==> src/wpe_pkg.sv <==
// Shared types, register codes and reset timings of the LED serial encoder.
// No dependencies; every other file refers to it by scoped names.
package wpe_pkg;

  // Widths of the timing registers and of the config index
  localparam int unsigned CycW     = 16;
  localparam int unsigned CfgIdxW  = 3;
  localparam int unsigned DefPixelBits = 24;

  // Depth of the pixel queue between front and back
  localparam int unsigned PixQDepth = 2;

  // Register indexes of the configuration port
  localparam logic [CfgIdxW-1:0] RegOneHigh  = 3'd0;
  localparam logic [CfgIdxW-1:0] RegOneLow   = 3'd1;
  localparam logic [CfgIdxW-1:0] RegZeroHigh = 3'd2;
  localparam logic [CfgIdxW-1:0] RegZeroLow  = 3'd3;
  localparam logic [CfgIdxW-1:0] RegLatch    = 3'd4;

  // Reset timings in clock cycles
  localparam logic [CycW-1:0] RstOneHigh  = 16'd140;
  localparam logic [CycW-1:0] RstOneLow   = 16'd160;
  localparam logic [CycW-1:0] RstZeroHigh = 16'd70;
  localparam logic [CycW-1:0] RstZeroLow  = 16'd120;
  localparam logic [CycW-1:0] RstLatch    = 16'd12000;

  // Segment durations as seen by the serializer, zero already raised to one
  typedef struct packed {
    logic [CycW-1:0] one_high;
    logic [CycW-1:0] one_low;
    logic [CycW-1:0] zero_high;
    logic [CycW-1:0] zero_low;
    logic [CycW-1:0] latch;
  } timing_t;

  // A segment duration of zero is raised to one
  function automatic logic [CycW-1:0] at_least_one(input logic [CycW-1:0] v);
    at_least_one = (v == '0) ? {{(CycW-1){1'b0}}, 1'b1} : v;
  endfunction

endpackage

==> src/wpe_cfg_regs.sv <==
// Timing register file of the LED serial encoder: decodes writes, clamps values.
// Depends on wpe_pkg.
module wpe_cfg_regs (
  input  logic                         clk_i,
  input  logic                         rst_ni,
  input  logic                         cfg_we_i,
  input  logic [wpe_pkg::CfgIdxW-1:0]  cfg_idx_i,
  input  logic [wpe_pkg::CycW-1:0]     cfg_wdata_i,
  output wpe_pkg::timing_t             timing_o
);

  logic [wpe_pkg::CycW-1:0] one_high_q, one_low_q, zero_high_q, zero_low_q, latch_q;

  // Update the addressed register, drop writes to unknown indexes
  always_ff @(posedge clk_i or negedge rst_ni) begin
    if (!rst_ni) begin
      one_high_q  <= wpe_pkg::RstOneHigh;
      one_low_q   <= wpe_pkg::RstOneLow;
      zero_high_q <= wpe_pkg::RstZeroHigh;
      zero_low_q  <= wpe_pkg::RstZeroLow;
      latch_q     <= wpe_pkg::RstLatch;
    end else if (cfg_we_i) begin
      unique case (cfg_idx_i)
        wpe_pkg::RegOneHigh:  one_high_q  <= cfg_wdata_i;
        wpe_pkg::RegOneLow:   one_low_q   <= cfg_wdata_i;
        wpe_pkg::RegZeroHigh: zero_high_q <= cfg_wdata_i;
        wpe_pkg::RegZeroLow:  zero_low_q  <= cfg_wdata_i;
        wpe_pkg::RegLatch:    latch_q     <= cfg_wdata_i;
        default: ;
      endcase
    end
  end

  // Raise zero durations to one
  assign timing_o.one_high  = wpe_pkg::at_least_one(one_high_q);
  assign timing_o.one_low   = wpe_pkg::at_least_one(one_low_q);
  assign timing_o.zero_high = wpe_pkg::at_least_one(zero_high_q);
  assign timing_o.zero_low  = wpe_pkg::at_least_one(zero_low_q);
  assign timing_o.latch     = wpe_pkg::at_least_one(latch_q);

endmodule

==> src/wpe_front.sv <==
// Front end of the LED serial encoder: accepts pixel requests into a short queue.
// Depends on wpe_pkg.
module wpe_front #(
  parameter int unsigned PIXEL_BITS = wpe_pkg::DefPixelBits
) (
  input  logic                  clk_i,
  input  logic                  rst_ni,
  input  logic                  push,
  output logic                  full,
  input  logic [PIXEL_BITS-1:0] pixel_color_i,
  input  logic                  last_pixel_i,
  output logic                  pix_valid_o,
  input  logic                  pix_take_i,
  output logic [PIXEL_BITS-1:0] pix_color_o,
  output logic                  pix_last_o
);

  localparam int unsigned Depth = wpe_pkg::PixQDepth;
  localparam int unsigned PtrW  = (Depth > 1) ? $clog2(Depth) : 1;
  localparam int unsigned CntW  = $clog2(Depth + 1);

  logic [PIXEL_BITS-1:0] color_q [Depth];
  logic                  last_q  [Depth];
  logic [PtrW-1:0]       wr_ptr_q, wr_ptr_d, rd_ptr_q, rd_ptr_d;
  logic [CntW-1:0]       cnt_q, cnt_d;
  logic                  do_push, do_pop;

  assign full        = (cnt_q == CntW'(Depth));
  assign pix_valid_o = (cnt_q != '0);
  assign do_push     = push && !full;
  assign do_pop      = pix_take_i && pix_valid_o;

  // Advance pointers with wrap at the queue depth
  always_comb begin
    wr_ptr_d = wr_ptr_q;
    rd_ptr_d = rd_ptr_q;
    cnt_d    = cnt_q;
    if (do_push) begin
      wr_ptr_d = (wr_ptr_q == PtrW'(Depth - 1)) ? '0 : wr_ptr_q + 1'b1;
    end
    if (do_pop) begin
      rd_ptr_d = (rd_ptr_q == PtrW'(Depth - 1)) ? '0 : rd_ptr_q + 1'b1;
    end
    if (do_push && !do_pop) begin
      cnt_d = cnt_q + 1'b1;
    end else if (do_pop && !do_push) begin
      cnt_d = cnt_q - 1'b1;
    end
  end

  always_ff @(posedge clk_i or negedge rst_ni) begin
    if (!rst_ni) begin
      wr_ptr_q <= '0;
      rd_ptr_q <= '0;
      cnt_q    <= '0;
    end else begin
      wr_ptr_q <= wr_ptr_d;
      rd_ptr_q <= rd_ptr_d;
      cnt_q    <= cnt_d;
    end
  end

  // Store the pixel request
  always_ff @(posedge clk_i) begin
    if (do_push) begin
      color_q[wr_ptr_q] <= pixel_color_i;
      last_q[wr_ptr_q]  <= last_pixel_i;
    end
  end

  assign pix_color_o = color_q[rd_ptr_q];
  assign pix_last_o  = last_q[rd_ptr_q];

endmodule

==> src/wpe_back.sv <==
// Back end of the LED serial encoder: serializes pixels into timed segments
// and holds each segment in an output register. Depends on wpe_pkg.
module wpe_back #(
  parameter int unsigned PIXEL_BITS = wpe_pkg::DefPixelBits
) (
  input  logic                      clk_i,
  input  logic                      rst_ni,
  input  wpe_pkg::timing_t          timing_i,
  input  logic                      pix_valid_i,
  output logic                      pix_take_o,
  input  logic [PIXEL_BITS-1:0]     pix_color_i,
  input  logic                      pix_last_i,
  output logic                      empty,
  input  logic                      pop,
  output logic                      line_level_o,
  output logic [wpe_pkg::CycW-1:0]  segment_cycles_o,
  output logic                      last_segment_o
);

  localparam int unsigned BitCntW = $clog2(PIXEL_BITS);

  localparam logic [1:0] StIdle  = 2'd0;
  localparam logic [1:0] StHigh  = 2'd1;
  localparam logic [1:0] StLow   = 2'd2;
  localparam logic [1:0] StLatch = 2'd3;

  logic [1:0]               state_q, state_d;
  logic [PIXEL_BITS-1:0]    shreg_q, shreg_d;
  logic [BitCntW-1:0]       bit_cnt_q, bit_cnt_d;
  logic                     latch_q, latch_d;
  logic                     out_valid_q, out_valid_d;
  logic                     out_ready, emit, finish, cur_bit;
  logic                     seg_level, seg_last;
  logic [wpe_pkg::CycW-1:0] seg_cycles;

  assign out_ready = !out_valid_q || pop;
  assign emit      = (state_q != StIdle) && out_ready;
  assign cur_bit   = shreg_q[PIXEL_BITS-1];

  // Form the segment of the current phase
  always_comb begin
    seg_level  = 1'b0;
    seg_last   = 1'b0;
    seg_cycles = timing_i.latch;
    unique case (state_q)
      StHigh: begin
        seg_level  = 1'b1;
        seg_cycles = cur_bit ? timing_i.one_high : timing_i.zero_high;
      end
      StLow: begin
        seg_cycles = cur_bit ? timing_i.one_low : timing_i.zero_low;
        seg_last   = (bit_cnt_q == '0) && !latch_q;
      end
      StLatch: begin
        seg_last   = 1'b1;
      end
      default: ;
    endcase
  end

  // Step through high, low and latch phases; load the next pixel on finish
  always_comb begin
    state_d    = state_q;
    shreg_d    = shreg_q;
    bit_cnt_d  = bit_cnt_q;
    latch_d    = latch_q;
    finish     = 1'b0;
    pix_take_o = 1'b0;
    unique case (state_q)
      StIdle: finish = 1'b1;
      StHigh: begin
        if (emit) begin
          state_d = StLow;
        end
      end
      StLow: begin
        if (emit) begin
          if (bit_cnt_q != '0) begin
            shreg_d   = {shreg_q[PIXEL_BITS-2:0], 1'b0};
            bit_cnt_d = bit_cnt_q - 1'b1;
            state_d   = StHigh;
          end else if (latch_q) begin
            state_d = StLatch;
          end else begin
            finish = 1'b1;
          end
        end
      end
      StLatch: begin
        if (emit) begin
          finish = 1'b1;
        end
      end
      default: ;
    endcase
    if (finish) begin
      if (pix_valid_i) begin
        pix_take_o = 1'b1;
        shreg_d    = pix_color_i;
        bit_cnt_d  = BitCntW'(PIXEL_BITS - 1);
        latch_d    = pix_last_i;
        state_d    = StHigh;
      end else begin
        state_d = StIdle;
      end
    end
  end

  // Hold the segment until it is popped
  always_comb begin
    out_valid_d = out_valid_q;
    if (emit) begin
      out_valid_d = 1'b1;
    end else if (pop) begin
      out_valid_d = 1'b0;
    end
  end

  always_ff @(posedge clk_i or negedge rst_ni) begin
    if (!rst_ni) begin
      state_q     <= StIdle;
      out_valid_q <= 1'b0;
    end else begin
      state_q     <= state_d;
      out_valid_q <= out_valid_d;
    end
  end

  always_ff @(posedge clk_i) begin
    shreg_q   <= shreg_d;
    bit_cnt_q <= bit_cnt_d;
    latch_q   <= latch_d;
    if (emit) begin
      line_level_o     <= seg_level;
      segment_cycles_o <= seg_cycles;
      last_segment_o   <= seg_last;
    end
  end

  assign empty = !out_valid_q;

endmodule

==> src/ws2812_pulse_encoder.sv <==
// Serial encoder for WS2812-style LED data: each pushed pixel becomes
// 2*PIXEL_BITS timed line segments (high then low per bit, MSB first), plus
// one low latch segment when last_pixel_i is set. Segments leave at one per
// cycle when popped, from the single serializer stepping one segment at a
// time; a two-entry pixel queue lets new pixels be pushed while the current
// one is still being serialized. Timing registers 0..4 (one high, one low,
// zero high, zero low, latch) are written through cfg_we_i; a value of zero
// acts as one. Depends on wpe_pkg, wpe_cfg_regs, wpe_front and wpe_back.
module ws2812_pulse_encoder #(
  parameter int unsigned PIXEL_BITS = wpe_pkg::DefPixelBits
) (
  input  logic                         clk_i,
  input  logic                         rst_ni,
  input  logic                         cfg_we_i,
  input  logic [wpe_pkg::CfgIdxW-1:0]  cfg_idx_i,
  input  logic [wpe_pkg::CycW-1:0]     cfg_wdata_i,
  input  logic                         push,
  output logic                         full,
  input  logic [PIXEL_BITS-1:0]        pixel_color_i,
  input  logic                         last_pixel_i,
  output logic                         empty,
  input  logic                         pop,
  output logic                         line_level_o,
  output logic [wpe_pkg::CycW-1:0]     segment_cycles_o,
  output logic                         last_segment_o
);

  wpe_pkg::timing_t      timing;
  logic                  pix_valid, pix_take, pix_last;
  logic [PIXEL_BITS-1:0] pix_color;

  // Timing registers
  wpe_cfg_regs u_cfg (
    .clk_i       (clk_i),
    .rst_ni      (rst_ni),
    .cfg_we_i    (cfg_we_i),
    .cfg_idx_i   (cfg_idx_i),
    .cfg_wdata_i (cfg_wdata_i),
    .timing_o    (timing)
  );

  // Pixel queue
  wpe_front #(.PIXEL_BITS(PIXEL_BITS)) u_front (
    .clk_i         (clk_i),
    .rst_ni        (rst_ni),
    .push          (push),
    .full          (full),
    .pixel_color_i (pixel_color_i),
    .last_pixel_i  (last_pixel_i),
    .pix_valid_o   (pix_valid),
    .pix_take_i    (pix_take),
    .pix_color_o   (pix_color),
    .pix_last_o    (pix_last)
  );

  // Segment serializer and output register
  wpe_back #(.PIXEL_BITS(PIXEL_BITS)) u_back (
    .clk_i            (clk_i),
    .rst_ni           (rst_ni),
    .timing_i         (timing),
    .pix_valid_i      (pix_valid),
    .pix_take_o       (pix_take),
    .pix_color_i      (pix_color),
    .pix_last_i       (pix_last),
    .empty            (empty),
    .pop              (pop),
    .line_level_o     (line_level_o),
    .segment_cycles_o (segment_cycles_o),
    .last_segment_o   (last_segment_o)
  );

endmodule
==> config.mk <==
export PLATFORM = sky130hd
export DESIGN_NAME = ws2812_pulse_encoder
export DESIGN_NICKNAME = d
export VERILOG_FILES = /design/src/wpe_pkg.sv /design/src/wpe_cfg_regs.sv /design/src/wpe_front.sv /design/src/wpe_back.sv /design/src/ws2812_pulse_encoder.sv
export SDC_FILE = /design/constraint.sdc
export NUM_CORES = 1
export LEC_CHECK = 0
export ABC_AREA = 1
export ABC_CLOCK_PERIOD_IN_PS = 5750
export BUFFER_PORTS_ARGS = -buffer_cell sky130_fd_sc_hd__buf_2
export CORE_MARGIN = 2
export CORE_UTILIZATION = 50
export DETAILED_ROUTE_END_ITERATION = 8
export PLACE_DENSITY = 0.68
export SKIP_CTS_REPAIR_TIMING = 1
export SLEW_MARGIN = 40
export SYNTH_ARGS = -nofsm -noshare
export SYNTH_HDL_FRONTEND = slang
export SYNTH_HIERARCHICAL = 1
export SYNTH_SLANG_ARGS = --single-unit
export TNS_END_PERCENT = 20
==> constraint.sdc <==
create_clock -name clk_i -period 5.75 [get_ports clk_i]
set_input_delay 0.8625 -clock clk_i [delete_from_list [all_inputs] [get_ports clk_i]]
set_output_delay 0.8625 -clock clk_i [all_outputs]
set_load 0.01 [all_outputs]
# [Word level (Yosys, flattened, before mapping)]
# Memory sizes are Yosys's and may differ from the RTL's. A register that Yosys moved wholly into a read port is not among the register bits.
# Cells that the tools add are included.
[totals] register_bits=134 ramBits=50 input_bits=49 out_inout_bits=20 elab_cells=108 n_memories=2
[classes] addsub=5 n_eq_ne=11 n_mux=42 n_reduce_logical=33
[mem_list] memory="u_front.color_q" depth=2 word_bits=24 read_ports=1 rd_ports_with_merged_regs=0 wr=1 line="wpe_front.sv:22" text="logic [PIXEL_BITS-1:0] color_q [Depth];"
[mem_list] memory="u_front.last_q" depth=2 word_bits=1 read_ports=1 rd_ports_with_merged_regs=1 wr=1 line="wpe_front.sv:23" text="logic last_q [Depth];"
[op_table] cell="$mux 24" count=5
[op_table] cell="$mux 16" count=7
[op_table] cell="$logic_not 16->1" count=5
[op_table] cell="$pmux 16 s2" count=1
[op_table] cell="$mux 5" count=5
[op_table] cell="$mux 1" count=14
[op_table] cell="$mux 2" count=7
[op_table] cell="$reduce_and 2->1" count=6
[op_table] cell="$reduce_bool 2->1" count=4
[op_table] cell="$eq 2x2->1 const B" count=3
[op_table] cell="$eq 3x2->1 const B" count=2
[op_table] cell="$logic_and 1x1->1" count=6
[op_table] cell="$ne 3x1->1 const B" count=2
[op_table] cell="$logic_not 1->1" count=5
[op_table] cell="$logic_not 5->1" count=1
[op_table] cell="$reduce_bool 5->1" count=1
[op_table] cell="$sub 5x1->5 const B" count=1
[op_table] cell="$ne 4x1->1 const B" count=1
[op_table] cell="$pmux 2 s2" count=1
[op_table] cell="$reduce_and 4->1" count=1
[op_table] cell="$eq 3x1->1 const B" count=1
[op_table] cell="$eq 3x3->1 const B" count=1
[op_table] cell="$logic_not 3->1" count=1
[op_table] cell="$pmux 1 s3" count=1
[op_table] cell="8 further kinds" count=9

# [Depth between registers and ports, before layout]
[depth] ltp_word=10 depth_mapped=18 mapped_depth_nobuf=17

# [Cells and area by module]
# The synthesis kept the hierarchy.
[modules_own_cells] module="wpe_cfg_regs" instances=1 cells_per_inst=441 area_per_inst_um2=3618.5 seq_area_each_um2=2025.7
[modules_own_cells] module="wpe_back" instances=1 cells_per_inst=416 area_per_inst_um2=2862.7 seq_area_each_um2=1226.2
[modules_own_cells] module="wpe_front" instances=1 cells_per_inst=162 area_per_inst_um2=2077.0 seq_area_each_um2=1601.5

# [Worst setup path before layout]
# Ideal clock, no wire load.
[synth_path] kind="input port to flip-flop" startpoint="input pop" endpoint="register u_back.state_q[0]" setup_ps=117 arrival_ps=2346 required_ps=5633 path_slack_ps=3288 stages=7 path_buffers=0 cell_sequence="inv_1 -> a21oi_1 -> nand3_1 -> nand2_1 -> nand2_1 -> nand2_1 -> nand2_1"
[synth_between] elab_chain_len=6 elab_cells_between_ends=11 cone_classes="3 x eq/ne; 4 x mux; 4 x reduce/logical"
[synth_rtl] item="from (decl)" line="ws2812_pulse_encoder.sv:22" text="input logic pop,"
[synth_rtl] item="$logic_or 1x1->1 (*)" line="wpe_back.sv:36" text="assign out_ready = !out_valid_q || pop;"
[synth_rtl] item="$logic_and 1x1->1 (*)" line="wpe_back.sv:37" text="assign emit = (state_q != StIdle) && out_ready;"
[synth_rtl] item="via u_back.emit" line="wpe_back.sv:32" text="logic out_ready, emit, finish, cur_bit;"
[synth_rtl] item="$mux 1 (on tied branches)" line="wpe_back.sv:90, wpe_back.sv:77"
[synth_rtl] item="$pmux 1 s3" line="wpe_back.sv:69" text="unique case (state_q)"
[synth_rtl] item="$ne 4x1->1 (no line) (tied with other cells)"
[synth_rtl] item="$reduce_and 4->1 (no line)"
[synth_rtl] item="to (signal assigned)" line="wpe_back.sv:121" text="state_q <= StIdle;"
[synth_rtl] item="to (signal assigned)" line="wpe_back.sv:124" text="state_q <= state_d;"
[synth_rtl] item="to (decl)" line="wpe_back.sv:27" text="logic [1:0] state_q, state_d;"
# The timed path passes the listed nets; every way through them passes the cells marked *.
# A chain may end at the register's enable or synchronous reset.

# [Worst setup path after layout]
[layout_path] startpoint="register u_back.state_q[0]" endpoint="register u_front.cnt_q[1]"
[layout_between] elab_chain_len=9 elab_cells_between_ends=15 cone_classes="2 x eq/ne; 5 x mux; 8 x reduce/logical"
[layout_rtl] item="$reduce_bool 2->1" line="wpe_back.sv:37"
[layout_rtl] item="$logic_and 1x1->1" line="wpe_back.sv:37"
[layout_rtl] item="$mux 1 (on tied branches)" line="wpe_back.sv:90, wpe_back.sv:77"
[layout_rtl] item="$pmux 1 s3 (*)" line="wpe_back.sv:69"
[layout_rtl] item="$mux 1 (*)" line="wpe_back.sv:96" text="if (finish) begin"
[layout_rtl] item="via pix_take" line="ws2812_pulse_encoder.sv:29" text="logic pix_valid, pix_take, pix_last;"
[layout_rtl] item="$logic_and 1x1->1 (*)" line="wpe_front.sv:31" text="assign do_pop = pix_take_i && pix_valid_o;"
[layout_rtl] item="$logic_not 1->1" line="wpe_front.sv:44" text="if (do_push && !do_pop) begin"
[layout_rtl] item="$logic_and 1x1->1" line="wpe_front.sv:44"
[layout_rtl] item="$mux 2 or $reduce_bool 2->1 (tied branches)"
[layout_rtl] item="to (signal assigned)" line="wpe_front.sv:59" text="cnt_q <= cnt_d;"
[layout_rtl] item="to (decl)" line="wpe_front.sv:25" text="logic [CntW-1:0] cnt_q, cnt_d;"
# Marked as above.

==> impl_metrics.yaml <==
layout:
  regArea_mm2: 0.004855
  drive_above_1_share_pct: 17.07
  stdcell_count: 1222
  multiInputGateArea_mm2: 0.002988
  num_antenna_cells: 0
  area_delta_synth_final_pct: 8.377
  final_core_util_pct: 55.73
  fillers: 1466
  final_nets: 1044
sta:
  finalSetupTns_ns: 0
  finalCritPeriodShare_pct: 53.37
  drv_slew: 0
  rsz0062_at_grt: "no"
  finalCriticalPeriod_ns: 3.069
  max_freq_ghz: 0.3259
  holdWs_ns: 0.3127
  setup_viol: 0
  setup_ws_ns: 2.681
  hold_violations: 0
  tightest_slew_ns: 0.7985
  fin_skew_ns: 0.008454
  max-slew-margin-rel_pct: 46.70
place:
  place_inst: 1190
  portBuffers: 68
  hpwl_mm: 11.49
  dpl_worst_slack_ns: 2.627
  gp_congestion: 0.7970
setup_path:
  ff2ff_path_depth: 16
  timing.rr.end: "u_front/cnt_q[1]"
  regToRegStartpoint: "u_back/state_q[0]"
  reg2reg_setup_slack_ns: 2.68
  cp-start-kind: "flip-flop"
  arrival_ns: 3.39
  path_max_fanout: 29
  endpoint_kind: "flip-flop"
  crit_type: "reg -> reg"
  cp.required_ns: 6.07
power_and_ir_drop:
  power.leakage_nw: 4.264
  swShare_pct: 37.41
  p_int_w: 0.002945
  pwr-share-seq_pct: 43.3
  power.density_mw_per_mm2: 507.2
  ir_drop_v: 0.0002567
  power_frac_clock_pct: 25.3
  combPwrFrac_pct: 31.4
  p_sw_w: 0.001760
grt:
  grt_max_degree: 68
  grt_pass1_wl_mm: 28.54
  grt_usage_pct: 20.40
  first_global_vias: 5730
  antenna_found_initial: 0
  grt_remaining_overflow: 0
clock_tree:
  clk_pin_slew_ns: 0.07
  htreeDepth: 4
  cts.sinks: 185
  worstSkewPairLatency_ns: 0.43
  cts_buffers: 17
  clockRootBuffer: "clkbuf_16"
  cts_tree: "built"
  clockBufferDepth: 2
synthesis:
  syn-cell-area_mm2: 0.008558
  yosysSeqAreaShare_pct: 56.71
  yosys-top-cells-area: "edfxtp_1, dfrtp_1, nand2_1"
  ys_ff_latch: 185
  syn_inst: 1019
  yosysWarningCount: 6
  avgSynthCellArea_um2: 8.399
  synthFlopType: "edfxtp_1"
  postSynth.asyncResetShare_pct: 47.03
  synth_fp_nets: 1074
  yosys-top-cells-count: "nand2_1, nor2_1, clkbuf_1"
  yosysMostFrequentCell: "nand2_1"
  synth_top_area_cell: "edfxtp_1"
  synth_top_area_share_pct: 24.21
  synth-edff-count: 69
  synth.distinct_cells: 32
detailed_routing:
  first_pass_iters: 5
  vias: 6191
  via_per_inst: 5.066
  wl_per_cell_um: 14.16
  dr.first_iter.drc_count: 412
  postRouteAntennaNets: 0
  routed_wl_mm: 17.30
  drc: 0
die:
  initial_core_util_pct: 51.42
  core_mm2: 0.01664
  die_area_mm2: 0.01818
  fp-row-count: 47
  fp.dieH_um: 134.8
  ios: 69
  die_w_um: 134.8
run_status:
  status: "finished, final reports clean"
min_path:
  hold_path_class: "in -> async"
run:
  drv_cap: 0
placed cells by master, fill, tap and decap left out, types with 3 or more instances in the layout:
master,n
nand2_1,329
nor2_1,137
edfxtp_1,69
buf_2,67
dfrtp_1,67
o21ai_0,58
o21ai_1,42
inv_1,39
nand3_1,31
dfxtp_1,29
dfstp_2,19
clkbuf_16,17
a31oi_1,16
o21ai_2,16
nand2_2,8
nor2_2,6
inv_8,5
inv_2,5
ha_1,5
inv_6,4
nand4_1,4
buf_4,3
nor2_4,3
nand3_2,3
state kept, by name, indices dropped and copies added (netlist names), 2 cells and up:
signal                   cells
u_back/bit_cnt_q             5
u_back/segment_cycles_o     16
u_back/shreg_q              24
u_back/state_q               2
u_cfg/latch_q               16
u_cfg/one_high_q            16
u_cfg/one_low_q             16
u_cfg/zero_high_q           16
u_cfg/zero_low_q            16
u_front/cnt_q                2
u_front/color_q             48
u_front/last_q               2
power groups by stage:
stage | Clock, W | Sequential [W] | Combinational (W)
2_1_floorplan | 0 | 0.00203 | 0.00117
3_3_place_gp | 0 | 0.00206 | 0.00145
3_5_place_dp | 0 | 0.00206 | 0.00148
4_1_cts | 0.00121 | 0.00204 | 0.00148
5_1_grt | 0.00126 | 0.00208 | 0.00170
6_report | 0.00119 | 0.00204 | 0.00148
how the worst max path moves through the flow:
stage	depth (start not counted)	endpoint	slack, ns	start
6_report	16	u_front/cnt_q[1]	2.68	u_back/state_q[0]
4_1_cts	16	u_front/cnt_q[1]	2.65	u_back/state_q[0]
3_3_place_gp	15	u_front/cnt_q[1]	2.72	pop
3_5_place_dp	15	u_front/cnt_q[1]	2.63	pop
2_1_floorplan	7	u_back/state_q[0]	3.29	pop
5_1_grt	16	u_front/cnt_q[1]	2.37	u_back/state_q[0]
critical path, cell delays in order (launching register included):
cell and delay (ns):
dfrtp_1 0.42, inv_1 0.12, ha_1 0.21, inv_2 0.20
nor2_4 0.16, nand3_4 0.11, nand2_4 0.08, nand2_2 0.08
nand2_4 0.24, nand2_2 0.38, inv_1 0.28, nand2_2 0.08
ha_1 0.33, inv_1 0.08, nand3_1 0.07, nand2_1 0.06
nand2_1 0.04
metal layers:
metal / track usage, % / wire, um
met5: 0 / 0
met4: 6.140 / 287
met3: 4.317 / 898
met2: 31.98 / 7789
met1: 28.75 / 8328
area by class of cell:
type                    count  area share [%]
repair buffers             71           3.979
inverters                  46           1.889
well taps                 220           2.968
flip-flops and latches    185           52.34
clock inverters            15           2.023
multi-input cells         668           32.21
clock buffers              17           4.587
per-stage QoR:
| step | total power (W) | instance area (um2) |
|---|---|---|
| 3_5_place_dp | 0.003543 | 8662 |
| 2_1_floorplan | 0.003204 | 8558 |
| 4_1_cts | 0.004734 | 9275 |
| 3_3_place_gp | 0.003505 | 8642 |
| 6_report | 0.004705 | 9275 |
| 5_1_grt | 0.005046 | 9275 |
logic make-up (layout without fill, tap and decap cells):
logic type	count (synthesis)	after routing	share of synthesized area [%]
flip-flops	185	185	56.71
adder cells (fa/ha/maj)	6	6	0.8772
XOR/XNOR	1	1	0.1024
AND/OR/NAND/NOR	525	525	24.77
buffers and inverters	166	149	8.626
AO/OA/AOI/OAI	136	136	8.918
(Power assumes the default switching activity.)
